**src/hdl/tcgr_pkg.sv**
```systemverilog
// Shared types and constants for the text console glyph renderer.
// Used by the renderer modules apart from tcgr_ram; depends on nothing else.
`default_nettype none

package tcgr_pkg;

  // Font and store geometry.
  localparam int MAX_GLYPH_ROWS = 32;
  localparam int GLYPH_COUNT    = 256;
  localparam int MAX_SCREEN_DIM = 4096;
  localparam int ROW_W          = $clog2(MAX_GLYPH_ROWS);
  localparam int CODE_W         = $clog2(GLYPH_COUNT);
  localparam int STORE_DEPTH    = GLYPH_COUNT * MAX_GLYPH_ROWS;
  localparam int STORE_AW       = $clog2(STORE_DEPTH);

  // Field widths.
  localparam int GH_W    = 6;
  localparam int DIM_W   = 13;
  localparam int COLOR_W = 24;
  localparam int COORD_W = 12;
  localparam int MASK_W  = 8;
  localparam int LEN_W   = 24;
  localparam int COL_W   = 9;
  localparam int ROWC_W  = 12;

  // Configuration port.
  localparam int CFG_AW   = 5;
  localparam int CFG_DW   = 32;
  localparam int CFG_IDXW = 3;

  // Register indexes.
  localparam logic [CFG_IDXW-1:0] REG_GLYPH_HEIGHT = 3'd0;
  localparam logic [CFG_IDXW-1:0] REG_SCREEN_W     = 3'd1;
  localparam logic [CFG_IDXW-1:0] REG_SCREEN_H     = 3'd2;
  localparam logic [CFG_IDXW-1:0] REG_FG_COLOR     = 3'd3;
  localparam logic [CFG_IDXW-1:0] REG_BG_COLOR     = 3'd4;

  // Register reset values.
  localparam logic [GH_W-1:0]    GLYPH_HEIGHT_RST = 6'd16;
  localparam logic [DIM_W-1:0]   SCREEN_W_RST     = 13'd1024;
  localparam logic [DIM_W-1:0]   SCREEN_H_RST     = 13'd768;
  localparam logic [COLOR_W-1:0] FG_COLOR_RST     = 24'hf49445;
  localparam logic [COLOR_W-1:0] BG_COLOR_RST     = 24'h180a0a;

  // Request and command kinds.
  localparam logic REQ_LOAD   = 1'b0;
  localparam logic REQ_PUT    = 1'b1;
  localparam logic OP_DRAW    = 1'b0;
  localparam logic OP_SCROLL  = 1'b1;

  localparam logic [CODE_W-1:0] NEWLINE_CODE = 8'd10;
  localparam logic [GH_W-1:0]   MAX_ROWS_GH  = GH_W'(MAX_GLYPH_ROWS);
  localparam logic [DIM_W-1:0]  MAX_DIM_V    = DIM_W'(MAX_SCREEN_DIM);

  // Clamped configuration as seen by the engine.
  typedef struct packed {
    logic [GH_W-1:0]    height;
    logic [DIM_W-1:0]   width_px;
    logic [DIM_W-1:0]   height_px;
    logic [COLOR_W-1:0] fg;
    logic [COLOR_W-1:0] bg;
  } cfg_t;

  // One result item.
  typedef struct packed {
    logic               op_kind;
    logic [COORD_W-1:0] x_px;
    logic [COORD_W-1:0] y_px;
    logic [MASK_W-1:0]  row_mask;
    logic [COLOR_W-1:0] color;
    logic [LEN_W-1:0]   move_src_px;
    logic [LEN_W-1:0]   move_len_px;
    logic               last;
  } result_t;

  // Glyph store read request.
  typedef struct packed {
    logic                re;
    logic [STORE_AW-1:0] addr;
  } rd_req_t;

endpackage

`default_nettype wire

```
**src/hdl/tcgr_engine.sv**
```systemverilog
// Put sequencer: cursor update, scroll decision, glyph row reads and the
// output register. Depends on tcgr_pkg; reads the glyph store (a tcgr_ram in the top level) through its read port.
`default_nettype none

module tcgr_engine (
  input  wire logic                        clk,
  input  wire logic                        rst_n,
  input  wire tcgr_pkg::cfg_t              cfg,
  input  wire logic                        start,
  input  wire logic [tcgr_pkg::CODE_W-1:0] start_code,
  output logic                             idle,
  output tcgr_pkg::rd_req_t                rd_req,
  input  wire logic [tcgr_pkg::MASK_W-1:0] rd_data,
  output logic                             out_valid,
  input  wire logic                        out_ready,
  output tcgr_pkg::result_t                out_data
);
  import tcgr_pkg::*;

  localparam logic [2:0] ST_IDLE   = 3'd0;
  localparam logic [2:0] ST_CURS   = 3'd1;
  localparam logic [2:0] ST_SCHK   = 3'd2;
  localparam logic [2:0] ST_DRAW   = 3'd3;
  localparam logic [2:0] ST_SCROLL = 3'd4;

  logic [2:0]          state_r, state_nxt;
  logic [COL_W-1:0]    cursor_col_r;
  logic [ROWC_W-1:0]   cursor_row_r;
  logic [CODE_W-1:0]   code_r;
  logic                nl_r;
  logic [COL_W-1:0]    col1_r;
  logic [ROWC_W:0]     row1_r;
  logic [COORD_W-1:0]  x_r;
  logic [COORD_W-1:0]  y0_r;
  logic [LEN_W-1:0]    src_r;
  logic [LEN_W-1:0]    len_r;
  logic                scroll_r;
  logic [ROW_W-1:0]    j_r;
  logic                out_valid_r;
  result_t             out_data_r;

  logic                out_free;
  logic                load_out;
  result_t             out_nxt;
  logic [COL_W:0]      col_inc;
  logic [DIM_W-1:0]    edge_px;
  logic                wrap;
  logic [COL_W-1:0]    col1_nxt;
  logic [ROWC_W:0]     row1_nxt;
  logic [17:0]         y0_full;
  logic [18:0]         src_full;
  logic [DIM_W-1:0]    sh_diff;
  logic [25:0]         len_full;
  logic [ROWC_W:0]     row1_p1;
  logic [19:0]         bottom_px;
  logic                scroll;
  logic [ROWC_W:0]     row_fin;
  logic                last_row;

  assign out_free  = !out_valid_r || out_ready;
  assign idle      = (state_r == ST_IDLE);
  assign out_valid = out_valid_r;
  assign out_data  = out_data_r;

  // Cursor advance, taken from the cursor before this character.
  always_comb begin
    col_inc = {1'b0, cursor_col_r} + (COL_W+1)'(1);
    edge_px = {col_inc + (COL_W+1)'(1), 3'b000};
    wrap    = (edge_px >= cfg.width_px);
    if (nl_r || wrap) begin
      col1_nxt = '0;
      row1_nxt = {1'b0, cursor_row_r} + (ROWC_W+1)'(1);
    end else begin
      col1_nxt = col_inc[COL_W-1:0];
      row1_nxt = {1'b0, cursor_row_r};
    end
    y0_full  = cursor_row_r * cfg.height;
    src_full = cfg.width_px * cfg.height;
    sh_diff  = cfg.height_px - DIM_W'(cfg.height);
    len_full = cfg.width_px * sh_diff;
  end

  // Scroll decision on the advanced cursor row.
  always_comb begin
    row1_p1   = row1_r + (ROWC_W+1)'(1);
    bottom_px = 20'(row1_p1 * cfg.height);
    scroll    = (bottom_px >= 20'(cfg.height_px));
    if (scroll && row1_r != '0) begin
      row_fin = row1_r - (ROWC_W+1)'(1);
    end else begin
      row_fin = row1_r;
    end
  end

  assign last_row = ({1'b0, j_r} == cfg.height - GH_W'(1));

  // Sequencer next state, glyph reads and output loading.
  always_comb begin
    state_nxt   = state_r;
    rd_req.re   = 1'b0;
    rd_req.addr = {code_r, ROW_W'(0)};
    load_out    = 1'b0;
    out_nxt     = '0;
    out_nxt.color = cfg.fg;
    unique case (state_r)
      ST_IDLE: begin
        if (start) begin
          state_nxt = ST_CURS;
        end
      end
      ST_CURS: begin
        state_nxt = ST_SCHK;
      end
      ST_SCHK: begin
        if (nl_r) begin
          state_nxt = scroll ? ST_SCROLL : ST_IDLE;
        end else begin
          rd_req.re = 1'b1;
          state_nxt = ST_DRAW;
        end
      end
      ST_DRAW: begin
        out_nxt.op_kind  = OP_DRAW;
        out_nxt.x_px     = x_r;
        out_nxt.y_px     = y0_r + COORD_W'(j_r);
        out_nxt.row_mask = rd_data;
        out_nxt.last     = last_row && !scroll_r;
        if (out_free) begin
          load_out = 1'b1;
          if (last_row) begin
            state_nxt = scroll_r ? ST_SCROLL : ST_IDLE;
          end else begin
            rd_req.re   = 1'b1;
            rd_req.addr = {code_r, j_r + ROW_W'(1)};
          end
        end
      end
      ST_SCROLL: begin
        out_nxt.op_kind     = OP_SCROLL;
        out_nxt.color       = cfg.bg;
        out_nxt.move_src_px = src_r;
        out_nxt.move_len_px = len_r;
        out_nxt.last        = 1'b1;
        if (out_free) begin
          load_out  = 1'b1;
          state_nxt = ST_IDLE;
        end
      end
      default: begin
        state_nxt = ST_IDLE;
      end
    endcase
  end

  // Control state.
  always_ff @(posedge clk) begin
    if (!rst_n) begin
      state_r      <= ST_IDLE;
      cursor_col_r <= '0;
      cursor_row_r <= '0;
      out_valid_r  <= 1'b0;
    end else begin
      state_r <= state_nxt;
      if (state_r == ST_SCHK) begin
        cursor_col_r <= col1_r;
        cursor_row_r <= row_fin[ROWC_W-1:0];
      end
      if (load_out) begin
        out_valid_r <= 1'b1;
      end else if (out_ready) begin
        out_valid_r <= 1'b0;
      end
    end
  end

  // Per-item working registers.
  always_ff @(posedge clk) begin
    if (state_r == ST_IDLE && start) begin
      code_r <= start_code;
      nl_r   <= (start_code == NEWLINE_CODE);
    end
    if (state_r == ST_CURS) begin
      col1_r <= col1_nxt;
      row1_r <= row1_nxt;
      x_r    <= {cursor_col_r, 3'b000};
      y0_r   <= y0_full[COORD_W-1:0];
      src_r  <= LEN_W'(src_full);
      len_r  <= (cfg.height_px > DIM_W'(cfg.height)) ? len_full[LEN_W-1:0] : '0;
    end
    if (state_r == ST_SCHK) begin
      scroll_r <= scroll;
      j_r      <= '0;
    end else if (state_r == ST_DRAW && out_free && !last_row) begin
      j_r <= j_r + ROW_W'(1);
    end
    if (load_out) begin
      out_data_r <= out_nxt;
    end
  end

endmodule

`default_nettype wire
```
**config.mk**
```make
export PLATFORM = sky130hd
export DESIGN_NAME = tcgr_engine
export DESIGN_NICKNAME = d
export VERILOG_FILES = /design/src/hdl/tcgr_pkg.sv /design/src/hdl/tcgr_engine.sv
export SDC_FILE = /design/constraint.sdc
export NUM_CORES = 1
export LEC_CHECK = 0
export BUFFER_PORTS_ARGS = -buffer_cell sky130_fd_sc_hd__buf_2
export CAP_MARGIN = 40
export CORE_ASPECT_RATIO = 0.9
export CORE_UTILIZATION = 35
export CTS_CLUSTER_SIZE = 30
export DETAILED_ROUTE_END_ITERATION = 7
export PLACE_DENSITY_LB_ADDON = 0.08
export SKIP_CTS_REPAIR_TIMING = 1
export SYNTH_ARGS = -nofsm -noshare
export SYNTH_HDL_FRONTEND = slang
export SYNTH_SLANG_ARGS = --single-unit
```
**constraint.sdc**
```tcl
create_clock -name clk -period 6.8 [get_ports clk]
set_input_delay 0.34 -clock clk [delete_from_list [all_inputs] [get_ports clk]]
set_output_delay 0.34 -clock clk [all_outputs]
set_load 0.1 [all_outputs]
```
==> results.md <==
- Outcome: finished clean
- Top Ports: about 220
- Most frequent cells in the layout: inv_1 (337), fa_1 (241), nand2_1 (236)
- Number of flops mapped to enable cells by yosys: between 150 and 200
- Static leakage: about 12 nW
- Core area: just over 0.06 mm^2
- Fin cells: 3,311
- Root buf cell: clkbuf_16
- # DRC: 0
- Syn avg cell area: 9.73 um^2
- RD Place Congestion: approximately 0.85
- Hold Vio Cnt, Final: 0
- Switching pwr: roughly 5.5 mW
- First-pass GRT wire length: 88,700 um
- # Max-Cap Violations: 0
- Final setup skew: around 14 ps
- # setup viols final: 0
- Peak VDD IR: between 500 and 600 uV
- Synth Cell Area: roughly 0.022 mm^2
- Top cell type's share of synthesized area: 0.269
- Fin util: 0.415
- N_diodes: 0
- Largest net degree at the start of global routing: slightly above 60
- Final wirelength: roughly 55,000 um
- Switching share of power: 0.460
- Clk sinks: 224
- Final ANT Viol Nets: 0
- Design Power: 12.0 mW
- Most common cell after layout, fill and taps aside: inv_1
- Max stage delay on crit path: ~550 ps
- CP Capture Type: register
- Warnings from Yosys: 0
- Slowest CP cell: fa_1
- Clock Path Buffers: 3
- Initial DRC count: slightly above 800
- Port Buffer Count: 213
- Seq/Total Area, Yosys: 0.297
- Grt total ovfl: 0
- Num CTS Buffers: 28
- Vias in the first global route: ~16,000
- Post-DR vias/cell: 4.82
- Final min period: between 6000 and 7000 ps
- Post-synthesis register bit count: 224
- Max-slew headroom: 0.469
- Layout cells sized above 1: 0.174
- Fmax: roughly 0.15 GHz
- Nets: approximately 3,000
- H-tree level count: 1
- Tot GR Track Use: 0.177
- PD cells: approximately 470 mW/mm^2
- Die area: between 0.06 and 0.07 mm^2
- Initial antenna violation count: 1
- Sequential share of power: 0.180
- R2r setup slk: 520 ps
- Ys flop type: edfxtp_1
- CTS tree: yes
- Critical Path AT: between 6000 and 7000 ps
- Crit Path Class: in -> reg
- Area Growth Syn to Fin: 17.4%
- Post-DR wirelength/cell: 16.7 um
- CP max FO: 4
- DP Wirelength: ~45,000 um
- Starting density of the core: 0.354
- Clock power share: 0.126
- Hold WC Path Type: in -> reg
- Row count: 86
- Die Span Y: roughly 240 um
- Die X: between 200 and 300 um
- DP Cell Count: approximately 3,300
- Largest cells by area after synthesis: edfxtp_1 (27%), fa_1 (22%), ha_1 (9.9%)
- P_int: around 6.5 mW
- Final Cycle Share: 0.949
- Most repeated library cell on the critical path: fa_1
- Via count: 15,900
- Skew-Pair Late Insertion Delay: 570 ps
- Post-synthesis cell type count: 70
- Combinational power share: 0.694
- Clock transition at the registers of the reported paths: ~60 ps
- 1st-pass router iterations: 5
- Final Max Tran Viols: 0
- Worst Tran Pin Value: around 800 ps
- Cells after Synth: ~2,200
- Fraction of registers with async set/reset: 0
- Fillers: between 6,000 and 7,000
- Cell taking the most area after synthesis: edfxtp_1
- CP required: 7110 ps
- CP Launch Type: input port
## final timing paths
check | endpoint | depth (start not counted) | start
worst max-delay path | len_r[20]$_SDFFCE_PP0P_ | 29 | cfg[48]
worst min-delay path | out_data[76]$_SDFFCE_PN0P_ | 2 | rd_data[3]
worst max register to register | state_r[2]$_SDFFE_PN0P_ | 26 | row1_r[0]$_DFFE_PP_
worst min register to register | cursor_col_r[5]$_SDFFE_PN0N_ | 2 | col1_r[5]$_SDFFCE_PN0P_
## flip-flops by register name, indices dropped and copies added (netlist names)
name and count:
out_data 98, len_r 24, src_r 19, row1_r 13, cursor_row_r 12, y0_r 12, col1_r 9, cursor_col_r 9
x_r 9, code_r 8, j_r 5, state_r 3, nl_r 1, out_valid 1, scroll_r 1
## kinds of logic after synthesis
family / after synthesis / synth area share
flops: 224 / 0.297
xor+xnor: 141 / 0.0570
compound gates: 223 / 0.0650
mux: 25 / 0.0130
other cells: 1 / 0.000173
simple gates: 752 / 0.166
fa+ha+maj: 413 / 0.322
buf+inv: 446 / 0.0799
## critical path: cells and delay by family
kind,cells,cell delay (ps)
simple gates,6,680
fa+ha+maj,8,3460
compound gates,5,1260
buf+inv,8,740
xor+xnor,2,300
## power by group through the flow
stage	Sequential, mW	Clock, mW	Combinational [mW]
3_5_place_dp	2.19	0	8.32
3_3_place_gp	2.19	0	8.24
6_report	2.16	1.52	8.35
4_1_cts	2.16	1.57	8.38
2_1_floorplan	2.54	0	5.57
5_1_grt	2.19	1.62	9.53
## synthesized netlist by cell type, types with 4 or more instances
library cell / number
inv_1: 338
and3_1: 59
nand4b_1: 6
nor4_1: 4
o31ai_1: 4
dfxtp_1: 30
nand3_1: 35
or3_1: 4
a211oi_1: 9
ha_1: 172
xor2_1: 53
a21oi_1: 84
a21o_1: 24
buf_1: 11
nand4_1: 10
nor3_1: 22
or2_2: 4
o211ai_1: 5
fa_1: 241
o21ai_0: 38
o21bai_1: 11
and2_1: 78
o21a_1: 6
buf_4: 9
nor2b_1: 27
nand2_1: 236
clkbuf_1: 80
a31oi_1: 9
or4_1: 4
edfxtp_1: 194
o2111ai_1: 4
mux2_2: 25
xnor2_1: 88
nor2_1: 211
nand2b_1: 30
nor3b_1: 7
## through the flow
step | setup WS, ps | hold WS, ps | instance area (um^2) | TNS [ps]
2_1_floorplan | 2.49 | 406 | 21700 | 0
3_3_place_gp | -155 | 479 | 24200 | -412
3_5_place_dp | -253 | 485 | 24300 | -970
4_1_cts | 250 | -65.0 | 25200 | 0
5_1_grt | -21.7 | 36.9 | 25400 | -50.1
6_report | 345 | 46.1 | 25400 | 0
## metal layers
| layer | vias to the layer above | track usage | wire length (um) |
|---|---|---|---|
| met3 | 48 | 0.0257 | 3020 |
| li1 | 7702 | - | - |
| met1 | 7818 | 0.268 | 27900 |
| met4 | 0 | 0.0333 | 856 |
| met5 | - | 0 | 0 |
| met2 | 381 | 0.267 | 23400 |
## cell type report
type | instances | area, um^2 | share of cell area
Tap cell | 792 | 991 | 0.0390
Multi-Input combinational cell | 1562 | 13700 | 0.537
Clock buffer | 32 | 716 | 0.0282
Inverter | 341 | 1280 | 0.0504
Sequential cell | 224 | 6430 | 0.253
Timing Repair Buffer | 340 | 2100 | 0.0828
Clock inverter | 20 | 241 | 0.00950
(Power assumes the default switching activity.)
