--- src/hdl/tcgr_pkg.sv ---
// Shared types and constants for the text console glyph renderer.
// Used by the renderer modules apart from tcgr_ram; depends on nothing else.
`default_nettype none

package tcgr_pkg;

  // Font and store geometry.
  localparam int MAX_GLYPH_ROWS = 32;
  localparam int GLYPH_COUNT    = 256;
  localparam int MAX_SCREEN_DIM = 4096;
  localparam int ROW_W          = $clog2(MAX_GLYPH_ROWS);
  localparam int CODE_W         = $clog2(GLYPH_COUNT);
  localparam int STORE_DEPTH    = GLYPH_COUNT * MAX_GLYPH_ROWS;
  localparam int STORE_AW       = $clog2(STORE_DEPTH);

  // Field widths.
  localparam int GH_W    = 6;
  localparam int DIM_W   = 13;
  localparam int COLOR_W = 24;
  localparam int COORD_W = 12;
  localparam int MASK_W  = 8;
  localparam int LEN_W   = 24;
  localparam int COL_W   = 9;
  localparam int ROWC_W  = 12;

  // Configuration port.
  localparam int CFG_AW   = 5;
  localparam int CFG_DW   = 32;
  localparam int CFG_IDXW = 3;

  // Register indexes.
  localparam logic [CFG_IDXW-1:0] REG_GLYPH_HEIGHT = 3'd0;
  localparam logic [CFG_IDXW-1:0] REG_SCREEN_W     = 3'd1;
  localparam logic [CFG_IDXW-1:0] REG_SCREEN_H     = 3'd2;
  localparam logic [CFG_IDXW-1:0] REG_FG_COLOR     = 3'd3;
  localparam logic [CFG_IDXW-1:0] REG_BG_COLOR     = 3'd4;

  // Register reset values.
  localparam logic [GH_W-1:0]    GLYPH_HEIGHT_RST = 6'd16;
  localparam logic [DIM_W-1:0]   SCREEN_W_RST     = 13'd1024;
  localparam logic [DIM_W-1:0]   SCREEN_H_RST     = 13'd768;
  localparam logic [COLOR_W-1:0] FG_COLOR_RST     = 24'hf49445;
  localparam logic [COLOR_W-1:0] BG_COLOR_RST     = 24'h180a0a;

  // Request and command kinds.
  localparam logic REQ_LOAD   = 1'b0;
  localparam logic REQ_PUT    = 1'b1;
  localparam logic OP_DRAW    = 1'b0;
  localparam logic OP_SCROLL  = 1'b1;

  localparam logic [CODE_W-1:0] NEWLINE_CODE = 8'd10;
  localparam logic [GH_W-1:0]   MAX_ROWS_GH  = GH_W'(MAX_GLYPH_ROWS);
  localparam logic [DIM_W-1:0]  MAX_DIM_V    = DIM_W'(MAX_SCREEN_DIM);

  // Clamped configuration as seen by the engine.
  typedef struct packed {
    logic [GH_W-1:0]    height;
    logic [DIM_W-1:0]   width_px;
    logic [DIM_W-1:0]   height_px;
    logic [COLOR_W-1:0] fg;
    logic [COLOR_W-1:0] bg;
  } cfg_t;

  // One result item.
  typedef struct packed {
    logic               op_kind;
    logic [COORD_W-1:0] x_px;
    logic [COORD_W-1:0] y_px;
    logic [MASK_W-1:0]  row_mask;
    logic [COLOR_W-1:0] color;
    logic [LEN_W-1:0]   move_src_px;
    logic [LEN_W-1:0]   move_len_px;
    logic               last;
  } result_t;

  // Glyph store read request.
  typedef struct packed {
    logic                re;
    logic [STORE_AW-1:0] addr;
  } rd_req_t;

endpackage

`default_nettype wire

--- src/hdl/tcgr_cfg.sv ---
// Configuration registers with an APB-style port and range clamping.
// Depends on tcgr_pkg.
`default_nettype none

module tcgr_cfg (
  input  wire logic                        clk,
  input  wire logic                        rst_n,
  input  wire logic                        psel,
  input  wire logic                        penable,
  input  wire logic                        pwrite,
  input  wire logic [tcgr_pkg::CFG_AW-1:0] paddr,
  input  wire logic [tcgr_pkg::CFG_DW-1:0] pwdata,
  output logic      [tcgr_pkg::CFG_DW-1:0] prdata,
  output tcgr_pkg::cfg_t                   cfg
);
  import tcgr_pkg::*;

  logic [GH_W-1:0]     glyph_height_r;
  logic [DIM_W-1:0]    screen_w_r;
  logic [DIM_W-1:0]    screen_h_r;
  logic [COLOR_W-1:0]  fg_color_r;
  logic [COLOR_W-1:0]  bg_color_r;
  logic                wr_en;
  logic [CFG_IDXW-1:0] idx;

  assign wr_en = psel & penable & pwrite;
  assign idx   = paddr[CFG_AW-1:2];

  // Register writes; pready is always high so the access cycle completes.
  always_ff @(posedge clk) begin
    if (!rst_n) begin
      glyph_height_r <= GLYPH_HEIGHT_RST;
      screen_w_r     <= SCREEN_W_RST;
      screen_h_r     <= SCREEN_H_RST;
      fg_color_r     <= FG_COLOR_RST;
      bg_color_r     <= BG_COLOR_RST;
    end else if (wr_en) begin
      unique case (idx)
        REG_GLYPH_HEIGHT: glyph_height_r <= pwdata[GH_W-1:0];
        REG_SCREEN_W:     screen_w_r     <= pwdata[DIM_W-1:0];
        REG_SCREEN_H:     screen_h_r     <= pwdata[DIM_W-1:0];
        REG_FG_COLOR:     fg_color_r     <= pwdata[COLOR_W-1:0];
        REG_BG_COLOR:     bg_color_r     <= pwdata[COLOR_W-1:0];
        default: ;
      endcase
    end
  end

  // Read-back mux.
  always_comb begin
    unique case (idx)
      REG_GLYPH_HEIGHT: prdata = CFG_DW'(glyph_height_r);
      REG_SCREEN_W:     prdata = CFG_DW'(screen_w_r);
      REG_SCREEN_H:     prdata = CFG_DW'(screen_h_r);
      REG_FG_COLOR:     prdata = CFG_DW'(fg_color_r);
      REG_BG_COLOR:     prdata = CFG_DW'(bg_color_r);
      default:          prdata = '0;
    endcase
  end

  // Clamp to the supported ranges: a zero height counts as one row.
  always_comb begin
    if (glyph_height_r == '0) begin
      cfg.height = GH_W'(1);
    end else if (glyph_height_r > MAX_ROWS_GH) begin
      cfg.height = MAX_ROWS_GH;
    end else begin
      cfg.height = glyph_height_r;
    end
    cfg.width_px  = (screen_w_r > MAX_DIM_V) ? MAX_DIM_V : screen_w_r;
    cfg.height_px = (screen_h_r > MAX_DIM_V) ? MAX_DIM_V : screen_h_r;
    cfg.fg        = fg_color_r;
    cfg.bg        = bg_color_r;
  end

endmodule

`default_nettype wire

--- config.mk ---
export PLATFORM = sky130hd
export DESIGN_NAME = tcgr_cfg
export DESIGN_NICKNAME = d
export VERILOG_FILES = /design/src/hdl/tcgr_pkg.sv /design/src/hdl/tcgr_cfg.sv
export SDC_FILE = /design/constraint.sdc
export NUM_CORES = 1
export LEC_CHECK = 0
export BUFFER_PORTS_ARGS = -buffer_cell sky130_fd_sc_hd__buf_4
export CORE_MARGIN = 5
export CORE_UTILIZATION = 45
export DETAILED_ROUTE_END_ITERATION = 8
export GPL_TIMING_DRIVEN = 0
export PLACE_DENSITY = 0.75
export SETUP_SLACK_MARGIN = 0.2
export SYNTH_ARGS = -nofsm -noshare
export SYNTH_HDL_FRONTEND = slang
export SYNTH_SLANG_ARGS = --single-unit
--- constraint.sdc ---
create_clock -name clk -period 1.4 [get_ports clk]
set_input_delay 0.21 -clock clk [delete_from_list [all_inputs] [get_ports clk]]
set_output_delay 0.21 -clock clk [all_outputs]
set_load 0.1 [all_outputs]
==> flow_summary.yaml, run 1 <==
critical_path:
  critPathCaptureType: "output pin"
  start_kind: "register"
  crit_path_max_fanout: 3
  rr_worst_depth: 5
  arrival_ns: 1.46
  worstPathRequired_ns: 1.19
  crit_type: "reg2out"
place:
  gp_congestion: 0.8725
  hpwl_um: 10230
  place.port_buffers: 133
  postPlaceCellArea_um2: 5872
  dp_cells: 682
timing:
  fin_crit_ns: 1.667
  relSlewSlack: 0.4707
  finClkSkew_ns: 0
  fin_crit_sh: 1.191
  setup_violations: 70
  tightestPinTransition_ns: 0.7940
  hold_viol: 0
  fmax_mhz: 599.9
  maxSlewViolCount: 0
  holdWs_ns: 0.1038
  rsz0062_at_grt: "true"
  setup_ws_ns: -0.2670
routing:
  drt-pass1-iter-count: 5
  routed_wl_um: 20190
  ant_nets: 0
  wl_per_cell_um: 26.74
  vias_per_cell: 6.168
  drt-initial-drc-count: 523
  vias: 4657
  drcViolationCount: 0
logic_synthesis:
  yosysTopAreaCell: "dfxtp_1"
  synth_area_leaders: "dfxtp_1 (40%), mux2i_1 (18%), nand2_1 (7.9%)"
  synth_common_cells: "nand2_1 (83), dfxtp_1 (80), mux2i_1 (70)"
  syn-cell-area_um2: 3955
  synth_edf_count: 0
  synthArstFlopShare: 0
  synth_top_flop_cell: "dfxtp_1"
  syn_area_per_cell_um2: 9.113
  synthCells: 434
  yosysMostFrequentCell: "nand2_1"
  yosysSeqAreaShare: 0.4049
  synth_cell_types: 35
  synth-seq-cells: 80
  synth_top_area_frac: 0.4049
  yosys_warnings: 0
hold_path:
  hp-class: "in2reg"
  whs_path_depth: 3
global_routing:
  antenna_found_initial: 1
  grt_first_pass_wirelength_um: 27830
  grt_max_degree: 14
  grt_usage: 0.3289
  overflow: 0
  grt_pass1_vias: 4794
power:
  p_leak_nw: 3.337
  power_mw: 5.221
  power.density_nw_per_um2: 657.8
  peakVddDrop_mv: 0.5183
final_layout:
  syn2layout_area_growth_pct: 100.7
  drive_above_1_share: 0.6192
  design_area_um2: 7938
  final_core_util: 0.9192
  fin_cells: 755
  fill_cells: 277
  nets: 683
run_status:
  status: "finished with violations"
  violations: "negative setup slack"
floorplan:
  fp.dieH_um: 103.8
  die_w_um: 103.8
  coreArea_um2: 8636
  start_util: 0.4580
  ios: 154
  die-area_um2: 10760
  fp-row-count: 34
cts:
  numClockSinks: 80
  clockBufferDepth: 2
  cts_tree: "built"
  ctsRootBufferMaster: "clkbuf_8"
  clkTransAtPathRegs_ns: 0.09
  cts_buffers: 9
  htree_levels: 3
  clk_latency_ns: 0.35
flow_run:
  drv_cap: 0
[per-layer routing]
metal,up-vias,GRT usage,wire length [µm]
li1,1911,-,-
met1,2267,0.3669,7107
met2,377,0.5738,9987
met3,102,0.09391,1851
met4,0,0.1536,1239
met5,-,0,0
[cells in the final DEF, fill, tap and decap left out, types with 3 or more instances in the layout]
cell and instances:
clkinv_2 4, nor2b_4 28, dfxtp_2 27, inv_1 16
o211ai_1 7, mux2_4 6, nor2_4 4, buf_4 54
dfxtp_1 19, a22oi_2 16, o21ai_0 11, nand3_1 5
clkbuf_2 6, mux2i_1 67, buf_8 11, buf_12 67
mux2i_2 3, conb_1 8, a22o_4 11, o311ai_0 9
buf_6 79, clkbuf_8 10, clkbuf_16 5, clkbuf_1 8
o22ai_4 13, a22oi_1 3, nand2_1 82, dfxtp_4 34
nor2b_1 7
[power by group]
| part | switching, mW | internal (mW) |
|---|---|---|
| Clock | 0.942 | 0.637 |
| Sequential | 0.0270 | 2.23 |
| Combinational | 0.881 | 0.499 |
| Total | 1.85 | 3.37 |
[per-stage QoR]
stage | setup TNS, ns | setup WS [ns]
after CTS | -5.097 | -0.2506
final | -6.976 | -0.2670
after global routing | -8.699 | -0.3028
after floorplan | -3.344 | -0.2502
after global placement | -11.58 | -0.4124
after detailed placement | -15.81 | -0.4431
[cell type report]
cell class | instances | area, µm² | share of cell area
sequential | 80 | 1763 | 0.2221
multi-input combinational | 299 | 2744 | 0.3457
clock buffer | 10 | 127.6 | 0.01608
inverter | 16 | 60.06 | 0.007566
tap | 108 | 135.1 | 0.01702
clock inverter | 6 | 36.28 | 0.004571
antenna | 1 | 2.502 | 0.0003153
timing repair buffer | 189 | 2576 | 0.3246
buffer | 46 | 493.0 | 0.06211
[what timing repair did]
item                       CTS  global route
hold buffers                 0             0
resized for setup          315            46
setup endpoints to repair  112           121
buffers inserted            38            13
gates cloned                 5             1
pin swaps                   36            22
[registers in the layout (all words and copies together) (netlist names)]
register / flops
fg_color_r: 24
screen_h_r: 13
glyph_height_r: 6
bg_color_r: 24
screen_w_r: 13
[kinds of logic (layout without fill, tap and decap cells)]
family | after synthesis | after routing | synth area share
AOI/OAI and AO/OA | 72 | 72 | 0.1307
other | 1 | 9 | 0.0009482
and+or+nand+nor | 142 | 143 | 0.1816
DFF | 80 | 80 | 0.4049
muxes | 76 | 76 | 0.1942
buffers and inverters | 63 | 267 | 0.08763
[path summary, 6_finish.rpt]
check | from | endpoint | slack [ns]
setup / recovery | screen_h_r[1] | prdata[1] | -0.27
hold / removal | pwdata[22] | bg_color_r[22] | 0.10
setup reg to reg | fg_color_r[2] | fg_color_r[2] | 0.26
hold reg to reg | fg_color_r[13] | fg_color_r[13] | 0.49
[critical path, stage by stage (launching register included)]
cell and delay [ns]:
dfxtp_2 0.35, mux2_4 0.27, a22oi_2 0.19, o22ai_4 0.11
buf_12 0.18
(Power assumes the default switching activity.)
==> run 2, diff against run 1 <==
SETUP_SLACK_MARGIN = unset   (was 0.2)
SLEW_MARGIN = 20   (was unset)
==> flow_summary.yaml, run 2 (synthesized netlist as in run 1, its figures left out) <==
critical_path:
  critPathCaptureType: "output pin"
  worstPathRequired_ns: 1.19
  crit_type: "reg2out"
  start_kind: "register"
  arrival_ns: 1.47
  crit_path_max_fanout: 3
power:
  clockPowerShare: 0.359
  p_leak_nw: 3.037
  power.density_nw_per_um2: 761.7
  power_switching_mw: 1.698
  p_comb_frac: 0.227
  p_sw_frac: 0.3094
  intPower_mw: 3.789
  seq_power_share: 0.413
  peakVddDrop_mv: 0.4725
  power_mw: 5.487
timing:
  rsz0062_at_grt: "true"
  fin_crit_ns: 1.676
  setup_violations: 35
  finClkSkew_ns: 0
  holdWs_ns: 0.1046
  setup_ws_ns: -0.2758
  tightestPinTransition_ns: 0.7304
  fin_crit_sh: 1.197
  hold_viol: 0
  finalSetupTns_ns: -4.066
  maxSlewViolCount: 0
  relSlewSlack: 0.5130
  fmax_mhz: 596.7
cts:
  clk_latency_ns: 0.36
  cts_buffers: 9
  ctsHoldBuffers: 0
  clkTransAtPathRegs_ns: 0.09
  clockBufferDepth: 2
  cts_tree: "built"
  numClockSinks: 80
  htree_levels: 3
  ctsRootBufferMaster: "clkbuf_8"
place:
  hpwl_um: 10040
  postPlaceCellArea_um2: 5801
  place.port_buffers: 133
  dp_cells: 682
  gp_congestion: 0.8390
  dp_slack_ns: -0.4263
final_layout:
  nets: 652
  antennaDiodeCount: 0
  final_common_cell: "buf_4"
  final_cell_mix: "buf_4 (101), nand2_1 (82), mux2i_1 (68)"
  design_area_um2: 7203
  fin_cells: 723
  final_core_util: 0.8341
  drive_above_1_share: 0.5821
  reg.largest.list: "bg_color_r: 24 flops, fg_color_r: 24 flops"
  syn2layout_area_growth_pct: 82.13
routing:
  wl_per_cell_um: 21.93
  ant_nets: 0
  drt-pass1-iter-count: 5
  drcViolationCount: 0
  routed_wl_um: 15860
  vias_per_cell: 5.710
  drt-initial-drc-count: 277
  vias: 4128
run_status:
  status: "finished with violations"
  violations: "negative setup slack"
floorplan:
  fp-row-count: 34
  fp.dieH_um: 103.8
  ios: 154
  die_w_um: 103.8
  coreArea_um2: 8636
  die-area_um2: 10760
  start_util: 0.4580
global_routing:
  antenna_found_initial: 0
  grt_first_pass_wirelength_um: 24550
  grt_max_degree: 14
  grt_usage: 0.2853
  overflow: 0
  grt_pass1_vias: 4361
flow_run:
  drv_cap: 0
hold_path:
  hp-class: "in2reg"
==> run 2: cell count changes in the layout (fill, tap and decap cells not counted), moves of 5 or more <==
cell	change
buf_12	-13
clkbuf_2	-5
buf_4	+47
buf_6	-58
clkbuf_1	+7
dfxtp_4	-7
dfxtp_2	+7
buf_8	-6
==> run 2: what timing repair did <==
| action | CTS | global route |
|---|---|---|
| cloned | 4 | 0 |
| pin swaps | 11 | 4 |
| setup buffers | 22 | 0 |
| endpoints found under the setup margin | 52 | 58 |
| gates resized for setup | 205 | 33 |
| hold endpoints to repair | 0 | 0 |
==> run 2: final timing paths <==
kind         cells after the start  slack, ns              to           start
max                              4      -0.28       prdata[5]   screen_h_r[5]
min                              3       0.10  bg_color_r[21]      pwdata[21]
max reg2reg                      3       0.46  screen_h_r[12]  screen_h_r[12]
min reg2reg                      2       0.48  fg_color_r[14]  fg_color_r[14]
==> run 2: power groups by stage <==
| stage | logic, mW | clock network [mW] | registers (mW) |
|---|---|---|---|
| after floorplan | 0.710 | 0 | 2.41 |
| after global placement | 1.04 | 0 | 2.33 |
| after detailed placement | 1.05 | 0 | 2.33 |
| after CTS | 1.22 | 1.97 | 2.27 |
| after global routing | 1.29 | 2.09 | 2.27 |
| final | 1.25 | 1.97 | 2.27 |
==> run 2: area by class of cell <==
| class | instances | area, µm² |
|---|---|---|
| Multi-Input combinational cell | 298 | 2658 |
| Inverter | 16 | 60.06 |
| Timing Repair Buffer | 159 | 1938 |
| Fill cell | 461 | 1433 |
| Tap cell | 108 | 135.1 |
| Clock inverter | 5 | 76.32 |
| Sequential cell | 80 | 1745 |
| Buffer | 46 | 437.9 |
| Clock buffer | 11 | 152.6 |
==> run 2: critical path: stages (launching register included) <==
cell     delay [ns]
dfxtp_2        0.34
mux2_4         0.27
a22oi_2        0.21
o22ai_4        0.11
buf_12         0.18
==> run 2: layer usage <==
layer / vias up / share of wire / global-route usage
met5: - / 0 / 0
met4: 0 / 0.022 / 0.09251
met3: 37 / 0.071 / 0.05721
met2: 216 / 0.52 / 0.4959
met1: 2018 / 0.39 / 0.3522
li1: 1857 / - / -
